$ cat src/rtl/tlfqs_pkg.sv
`timescale 1ns / 1ps

package tlfqs_pkg;

   localparam int DEF_QUEUE_DEPTH = 128;
   localparam int DEF_ID_BITS     = 8;

   localparam int NUM_LEVELS = 3;
   localparam int ALLOT_W    = 16;
   localparam int REQ_DATA_W = 32;
   localparam int RSP_DATA_W = 40;
   localparam int USER_W     = 2;

   localparam logic [ALLOT_W-1:0] RELOAD_RESET = 16'd200;

   typedef logic [1:0] level_type;

   localparam level_type LVL_LOW  = 2'd0;
   localparam level_type LVL_MED  = 2'd1;
   localparam level_type LVL_HIGH = 2'd2;
   localparam level_type LVL_BAD  = 2'd3;

   typedef enum logic [1:0] {
      OP_ENQ      = 2'd0,
      OP_DEQ_HIGH = 2'd1,
      OP_DEQ_AT   = 2'd2,
      OP_BOOST    = 2'd3
   } op_type;

   typedef enum logic [1:0] {
      ST_OK        = 2'd0,
      ST_EMPTY     = 2'd1,
      ST_FULL      = 2'd2,
      ST_BAD_LEVEL = 2'd3
   } status_type;

   // request payload, last field in the lowest bits
   typedef struct packed {
      logic [5:0]         pad;
      logic [ALLOT_W-1:0] allotment_left;
      level_type          level;
      logic [7:0]         task_id;
   } req_data_type;

   // result payload, last field in the lowest bits
   typedef struct packed {
      logic [5:0]         pad;
      logic [7:0]         total_tasks;
      logic [ALLOT_W-1:0] out_allotment;
      level_type          out_level;
      logic [7:0]         out_task_id;
   } rsp_data_type;

   // controller to datapath
   typedef struct packed {
      logic capture;
      logic save_status;
      logic push;
      logic pop;
      logic take_pop;
      logic fresh_init;
      logic fresh_step;
      logic mv_next;
      logic mv_pop;
      logic mv_push;
      logic load_rsp;
   } cmd_type;

   // datapath to controller
   typedef struct packed {
      op_type op;
      logic   chk_ok;
      logic   fresh_done;
      logic   mv_empty;
      logic   mv_on_med;
      logic   rsp_free;
   } sts_type;

endpackage

$ cat src/rtl/tlfqs_ctrl.sv
`timescale 1ns / 1ps

module tlfqs_ctrl (
   input  logic               clock,
   input  logic               reset,
   input  logic               req_tvalid,
   output logic               req_tready,
   input  tlfqs_pkg::sts_type sts,
   output tlfqs_pkg::cmd_type cmd
);
   import tlfqs_pkg::*;

   typedef enum logic [6:0] {
      S_IDLE  = 7'b0000001,
      S_EXEC  = 7'b0000010,
      S_READ  = 7'b0000100,
      S_FRESH = 7'b0001000,
      S_MV_RD = 7'b0010000,
      S_MV_WR = 7'b0100000,
      S_DONE  = 7'b1000000
   } ctrl_state_type;

   ctrl_state_type state_ff;
   ctrl_state_type state_in;

   always_comb begin
      state_in   = state_ff;
      cmd        = '0;
      req_tready = 1'b0;
      case (state_ff)
         S_IDLE: begin
            req_tready = 1'b1;
            if (req_tvalid) begin
               cmd.capture = 1'b1;
               state_in    = S_EXEC;
            end
         end
         S_EXEC: begin
            cmd.save_status = 1'b1;
            case (sts.op)
               OP_ENQ: begin
                  cmd.push = sts.chk_ok;
                  state_in = S_DONE;
               end
               OP_DEQ_HIGH, OP_DEQ_AT: begin
                  cmd.pop  = sts.chk_ok;
                  state_in = sts.chk_ok ? S_READ : S_DONE;
               end
               OP_BOOST: begin
                  cmd.fresh_init = 1'b1;
                  state_in       = S_FRESH;
               end
               default: state_in = S_DONE;
            endcase
         end
         S_READ: begin
            cmd.take_pop = 1'b1;
            state_in     = S_DONE;
         end
         S_FRESH: begin
            // rewrite the allotment of every high entry, then drain low and medium
            if (sts.fresh_done) state_in = S_MV_RD;
            else                cmd.fresh_step = 1'b1;
         end
         S_MV_RD: begin
            if (sts.mv_empty) begin
               if (sts.mv_on_med) state_in = S_DONE;
               else               cmd.mv_next = 1'b1;
            end else begin
               cmd.mv_pop = 1'b1;
               state_in   = S_MV_WR;
            end
         end
         S_MV_WR: begin
            cmd.mv_push = 1'b1;
            state_in    = S_MV_RD;
         end
         S_DONE: begin
            if (sts.rsp_free) begin
               cmd.load_rsp = 1'b1;
               state_in     = S_IDLE;
            end
         end
         default: state_in = S_IDLE;
      endcase
   end

   always_ff @(posedge clock) begin
      if (reset) state_ff <= S_IDLE;
      else       state_ff <= state_in;
   end

`ifndef SYNTHESIS
   a_accept_exec: assert property (@(posedge clock) disable iff (reset)
      cmd.capture |=> state_ff == S_EXEC)
      else $error("accepted request not executed next cycle");

   a_pop_then_take: assert property (@(posedge clock) disable iff (reset)
      cmd.pop |=> cmd.take_pop)
      else $error("popped entry not taken");

   a_move_pair: assert property (@(posedge clock) disable iff (reset)
      cmd.mv_pop |=> cmd.mv_push)
      else $error("moved entry not written to high queue");
`endif

endmodule

$ cat config.mk
export PLATFORM = sky130hd
export DESIGN_NAME = tlfqs_ctrl
export DESIGN_NICKNAME = d
export VERILOG_FILES = /design/src/rtl/tlfqs_pkg.sv /design/src/rtl/tlfqs_ctrl.sv
export SDC_FILE = /design/constraint.sdc
export NUM_CORES = 1
export LEC_CHECK = 0
export BUFFER_PORTS_ARGS = -buffer_cell sky130_fd_sc_hd__buf_4
export CAP_MARGIN = 20
export CORE_AREA = 5 5 42 44
export CTS_CLUSTER_DIAMETER = 50
export DETAILED_ROUTE_END_ITERATION = 8
export DIE_AREA = 0 0 47 49
export PLACE_DENSITY = 0.73
export SLEW_MARGIN = 15
export SYNTH_ARGS = -nofsm -noshare
export SYNTH_HDL_FRONTEND = slang
export SYNTH_SLANG_ARGS = --single-unit
$ cat constraint.sdc
create_clock -name clock -period 2.3 [get_ports clock]
set_clock_uncertainty 0.1 [all_clocks]
set_input_delay 0.115 -clock clock [delete_from_list [all_inputs] [get_ports clock]]
set_output_delay 0.115 -clock clock [all_outputs]
set_load 0.01 [all_outputs]
Yosys cells after proc, flatten, opt, wreduce, memory -nomap -nowiden
Cells that the tools add are included.
{"block": "word_totals", "ff_bits": 7, "latchBits": 0, "ram_bits": 0, "romBits": 0, "input_bits": 10, "output_inout_bits": 12, "memories": 0}
{"block": "classes", "n_addsub": 0, "multipliers": 0, "div_mod_pow": 0, "n_lt_le_gt_ge": 0, "eq_ne": 14, "shift": 0, "muxes": 26, "n_bitwise": 0, "reduce_logical": 3}
{"op": "one-hot mux 7 bit (7 select lines)", "n": 1}
{"op": "2-to-1 mux 7 bit", "n": 6}
{"op": "one-hot mux 7 bit (3 select lines)", "n": 1}
{"op": "2-to-1 mux 1 bit", "n": 16}
{"op": "equality test 7 x 1 -> 1 bit, second input constant", "n": 1}
{"op": "equality test 7 x 2 -> 1 bit, second input constant", "n": 1}
{"op": "equality test 7 x 3 -> 1 bit, second input constant", "n": 1}
{"op": "equality test 7 x 4 -> 1 bit, second input constant", "n": 1}
{"op": "equality test 7 x 5 -> 1 bit, second input constant", "n": 1}
{"op": "equality test 7 x 6 -> 1 bit, second input constant", "n": 1}
{"op": "equality test 7 bit, second input constant", "n": 1}
{"op": "inequality test 2 bit, second input constant", "n": 3}
{"op": "equality test 2 bit, second input constant", "n": 2}
{"op": "AND reduction 4 bit", "n": 1}
{"op": "2-to-1 mux 3 bit", "n": 1}
{"op": "inequality test 3 bit, second input constant", "n": 1}
{"op": "equality test 2 x 1 -> 1 bit, second input constant", "n": 1}
{"op": "logical NOT 2 bit", "n": 1}
{"op": "2-to-1 mux 2 bit", "n": 1}
{"op": "OR reduction 2 bit", "n": 1}

Depth between registers and ports, before layout
{"block": "depth", "word_depth": 4, "depth_mapped": 6}

Worst setup path after synthesis
No wires, ideal clock.
{"block": "synth_path", "path_kind": "reg-to-reg", "startpoint": "register state_ff[0]", "endpoint": "register state_ff[6]", "t_arrival_ps": 1607, "slack_ps": 466, "path_stages_with_launch": 5, "n_path_buf": 0, "synth_period_minus_slack_ps": 1834, "path_cell_list": "dfxtp_1 -> or3_4 -> or4_4 -> nor3b_4 -> o31ai_1"}
{"block": "synth_via", "elab_chain_len": 3, "elab_cells_between_ends": 13, "classes_between": "eq/ne (11); mux (1); reduce/logical (1)"}
{"element": "start: declaration", "line": "tlfqs_ctrl.sv:23", "source": "ctrl_state_type state_ff;"}
{"element": "start signal: assignment", "line": "tlfqs_ctrl.sv:90", "source": "else state_ff <= state_in;"}
{"element": "equality test 7 x 5 -> 1 bit (tied with other cells)", "line": "tlfqs_ctrl.sv:30", "source": "case (state_ff)"}
{"element": "inequality test 3 bit (no source line) or inequality test 2 bit (tied branches)"}
{"element": "AND reduction 4 bit (no source line)"}
Parallel ways exist; a longest one is shown, timed or not.
A chain may end at the register's enable or synchronous reset.

==> summary.txt <==
Synthesis
  • Netlist area before placement: 579 um2
  • Number of instances in the synthesized netlist: 70
  • Sequential share of the synthesized area: 24.2%
  • Number of warnings printed during yosys synthesis: 0
  • Total of flip-flops plus latches after synthesis: 7
  • Post-synthesis net count: 84
  • Top cell type's share of synthesized area: 24.2%
  • Distinct cells, synth: 32
  • Most area-hungry cell type in the Yosys netlist: dfxtp_1
  • Dominant cells by area after synthesis: dfxtp_1 24%, ha_1 8.6%, and3_1 4.3%
  • Post-synthesis average cell area: 8.28 um2

Global routing
  • First-pass GRT wire length: 2290 um
  • Grt ovf: 0
  • Number of antenna violations at the first check in global routing: 0
  • Aggregate global-route resource usage: 13.4%
  • Via count of the first global-routing pass: 524
  • Pin count of the biggest net entering global routing: 11

Power
  • Comb power frac: 31.3%
  • Pwr/cell area: 479 nW/um2
  • Leakage power summed over all cells: 0.380 nW
  • Int Pwr: 0.259 mW
  • Sw power: 0.119 mW
  • Clock network power share: 30.4%
  • Worst ir drop on vdd: 0.298 mV
  • Reg power frac: 38.2%
  • Proportion of total power due to net switching: 31.4%

Critical path
  • R2R cell count: 4
  • Cell family with most CP delay: simple AND/OR/NAND/NOR gates
  • Delay of the slowest cell on the worst path: 0.53 ns
  • Kind of start point of the critical path: flop
  • Bufs and invs on worst path: 1
  • Cell Chain, Critical Path: or3_4, or4_4, nor3b_4, buf_4
  • Required time worst endpoint: 2.09 ns
  • Endpoint type of the worst setup path: output port
  • Kind of critical path: reg2out
  • Library cell contributing the largest single delay on the critical path: or4_4
  • Data arrival time of the critical path: 1.95 ns
  • End of the worst register-to-register path: state_ff[6]
  • Launch instance of the worst register-to-register path: state_ff[0]
  • Crit Path Max Fanout: 7
  • Worst-case register-to-register setup slack: 0.43 ns

Routing
  • DRC Markers: 0
  • Routed wire length per instance: 12.6 um
  • Via Count: 591
  • Count of routing violations after the opening detailed-route iteration: 10
  • Post-detailed-route count of antenna-violating nets: 0
  • Post-detailed-routing wire length: 1380 um
  • Number of detailed-route iterations in the first pass: 4
  • Vias/cell: 5.37

Worst hold path
  • Sink of the worst hold path: state_ff[6]
  • Beginning of the worst hold path: sts[0]
  • Worst hold path cell count: 4
  • Type of the worst min-delay path: in2reg

Placement
  • Final HPWL DP: 1140 um
  • Number of buffers inserted by port buffering: 21
  • GP Congestion: 0.748
  • Placed inst area: 742 um2
  • Placed cell count: 104

CTS
  • Clock tree sinks: 7
  • Number of hold buffers added after cts: 2
  • Later-pin clock latency in the skew report: 0.26 ns
  • Clock buffer depth: 2
  • Resized cells post-CTS: 0
  • Clock transition time at the flip-flop clock pins of the worst setup and hold paths: 0.05 ns
  • Clock tree from TritonCTS: built
  • H-tree depth: 1
  • Number of setup buffers added after CTS: 0
  • Cell at the root of the clock tree: clkbuf_4
  • Number of buffers inserted during clock tree synthesis: 3

Layout
  • Max FFs per register: 7
  • Final nets: 109
  • Largest register by flop count: state_ff
  • Final core utilization: 56.3%
  • Share of post-route cells with drive strength above 1: 33.0%
  • Most common cell after layout, fill and taps aside: buf_4
  • Final cell count without fillers: 110
  • Registers with the highest flip-flop counts: state_ff (7)
  • ANT cells: 0
  • Finished layout cell area: 788 um2
  • Signed area change from the synthesized netlist to the final layout: 36.1%
  • Commonest cells after routing, fill and taps aside: 21 x buf_4, 7 x dfxtp_1, 5 x nor2_1, 5 x nor3_1
  • Layout fillers: 145

Timing
  • Min Hold Slack: 0.0992 ns
  • Ratio of final minimum period to clock period: 94.2%
  • Maximum clock frequency: 462 MHz
  • Clock period minus worst slack: 2.17 ns
  • Worst-case headroom to the max-slew limit: 64.7%
  • Transition time at the pin with the least slew margin: 0.516 ns
  • Total negative slack for setup checks: 0 ns
  • Setup violation total in the final timing report: 0
  • Hold Violations, Final: 0
  • Count of pins over their slew limit: 0
  • RSZ-0062 raised after global routing: false

Floorplanning
  • Count of boundary I/O pins: 22
  • Core area: 1400 um2
  • Floorplan die width: 47 um
  • Area of the die: 2300 um2
  • Initial core utilization: 41.3%
  • Number of core rows: 14
  • Height of the die: 49 um

Flow run
  • Max_cap viols: 0

Run status
  • Run status: completed
final cells by class:
| class | instances | area, um2 | area share (%) |
|---|---|---|---|
| multi-input combinational | 56 | 409 | 51.9 |
| timing repair buffer | 23 | 178 | 22.5 |
| sequential | 7 | 140 | 17.8 |
| clock buffer | 4 | 26.3 | 3.33 |
| tap | 16 | 20.0 | 2.54 |
| inverter | 4 | 15.0 | 1.90 |
cell families after synthesis:
family | count (synthesis) | synth area share, %
simple gates | 41 | 47.7
compound gates | 9 | 11.0
mux | 1 | 1.73
flops | 7 | 24.2
buf+inv | 7 | 5.18
xor+xnor | 1 | 1.51
fa+ha+maj | 4 | 8.64
worst reg2reg max path, cell delays in order, from the launching register on:
cell	delay, ns
dfxtp_1	0.37
or3_4	0.42
or4_4	0.53
nor3b_4	0.22
o31ai_1	0.11
routing by layer:
metal  vias to the layer above  GRT usage [%]  share of wire (%)
met3                         5           2.21                5.0
met4                         0           6.91                2.1
met5                         -              0                  0
li1                        307              -                  -
met1                       265           18.3                 43
met2                        14           19.5                 49
through the flow:
stage / total power, mW / setup WS, ns
3_3_place_gp: 0.260 / 0.436
6_report: 0.377 / 0.134
5_1_grt: 0.398 / 0.0705
4_1_cts: 0.381 / 0.133
2_1_floorplan: 0.213 / 0.466
3_5_place_dp: 0.263 / 0.404
synthesized netlist by cell type, drive strengths merged:
master and count:
dfxtp 7, and3 5, nor2 5, nor3 5, ha 4, inv 4
nand2 4, and2 3, buf 3, nor4 3, a22oi 2, nand2b 2
nand3 2, nor2b 2, nor3b 2, nor4b 2, o21ai 2, or2 2
a2111oi 1, a21oi 1, a41oi 1, and3b 1, mux2i 1, nor4bb 1
o31ai 1, o41ai 1, or3 1, or4 1, xor2 1
power groups by stage:
stage / Combinational (mW) / Clock [mW] / Sequential (mW)
5_1_grt: 0.132 / 0.121 / 0.145
3_3_place_gp: 0.115 / 0 / 0.145
4_1_cts: 0.120 / 0.117 / 0.144
3_5_place_dp: 0.116 / 0 / 0.147
6_report: 0.118 / 0.115 / 0.144
2_1_floorplan: 0.0705 / 0 / 0.143
worst max path at each step:
stage	slack, ns	to	start	depth (start not counted)
after floorplan	0.47	state_ff[6]	state_ff[0]	4
after global placement	0.44	cmd[3]	state_ff[0]	4
after detailed placement	0.40	cmd[3]	state_ff[0]	4
after CTS	0.13	cmd[3]	state_ff[0]	4
after global routing	0.07	cmd[3]	state_ff[6]	4
final	0.13	cmd[3]	state_ff[0]	4
No activity file was read; power rests on OpenSTA's default activity.
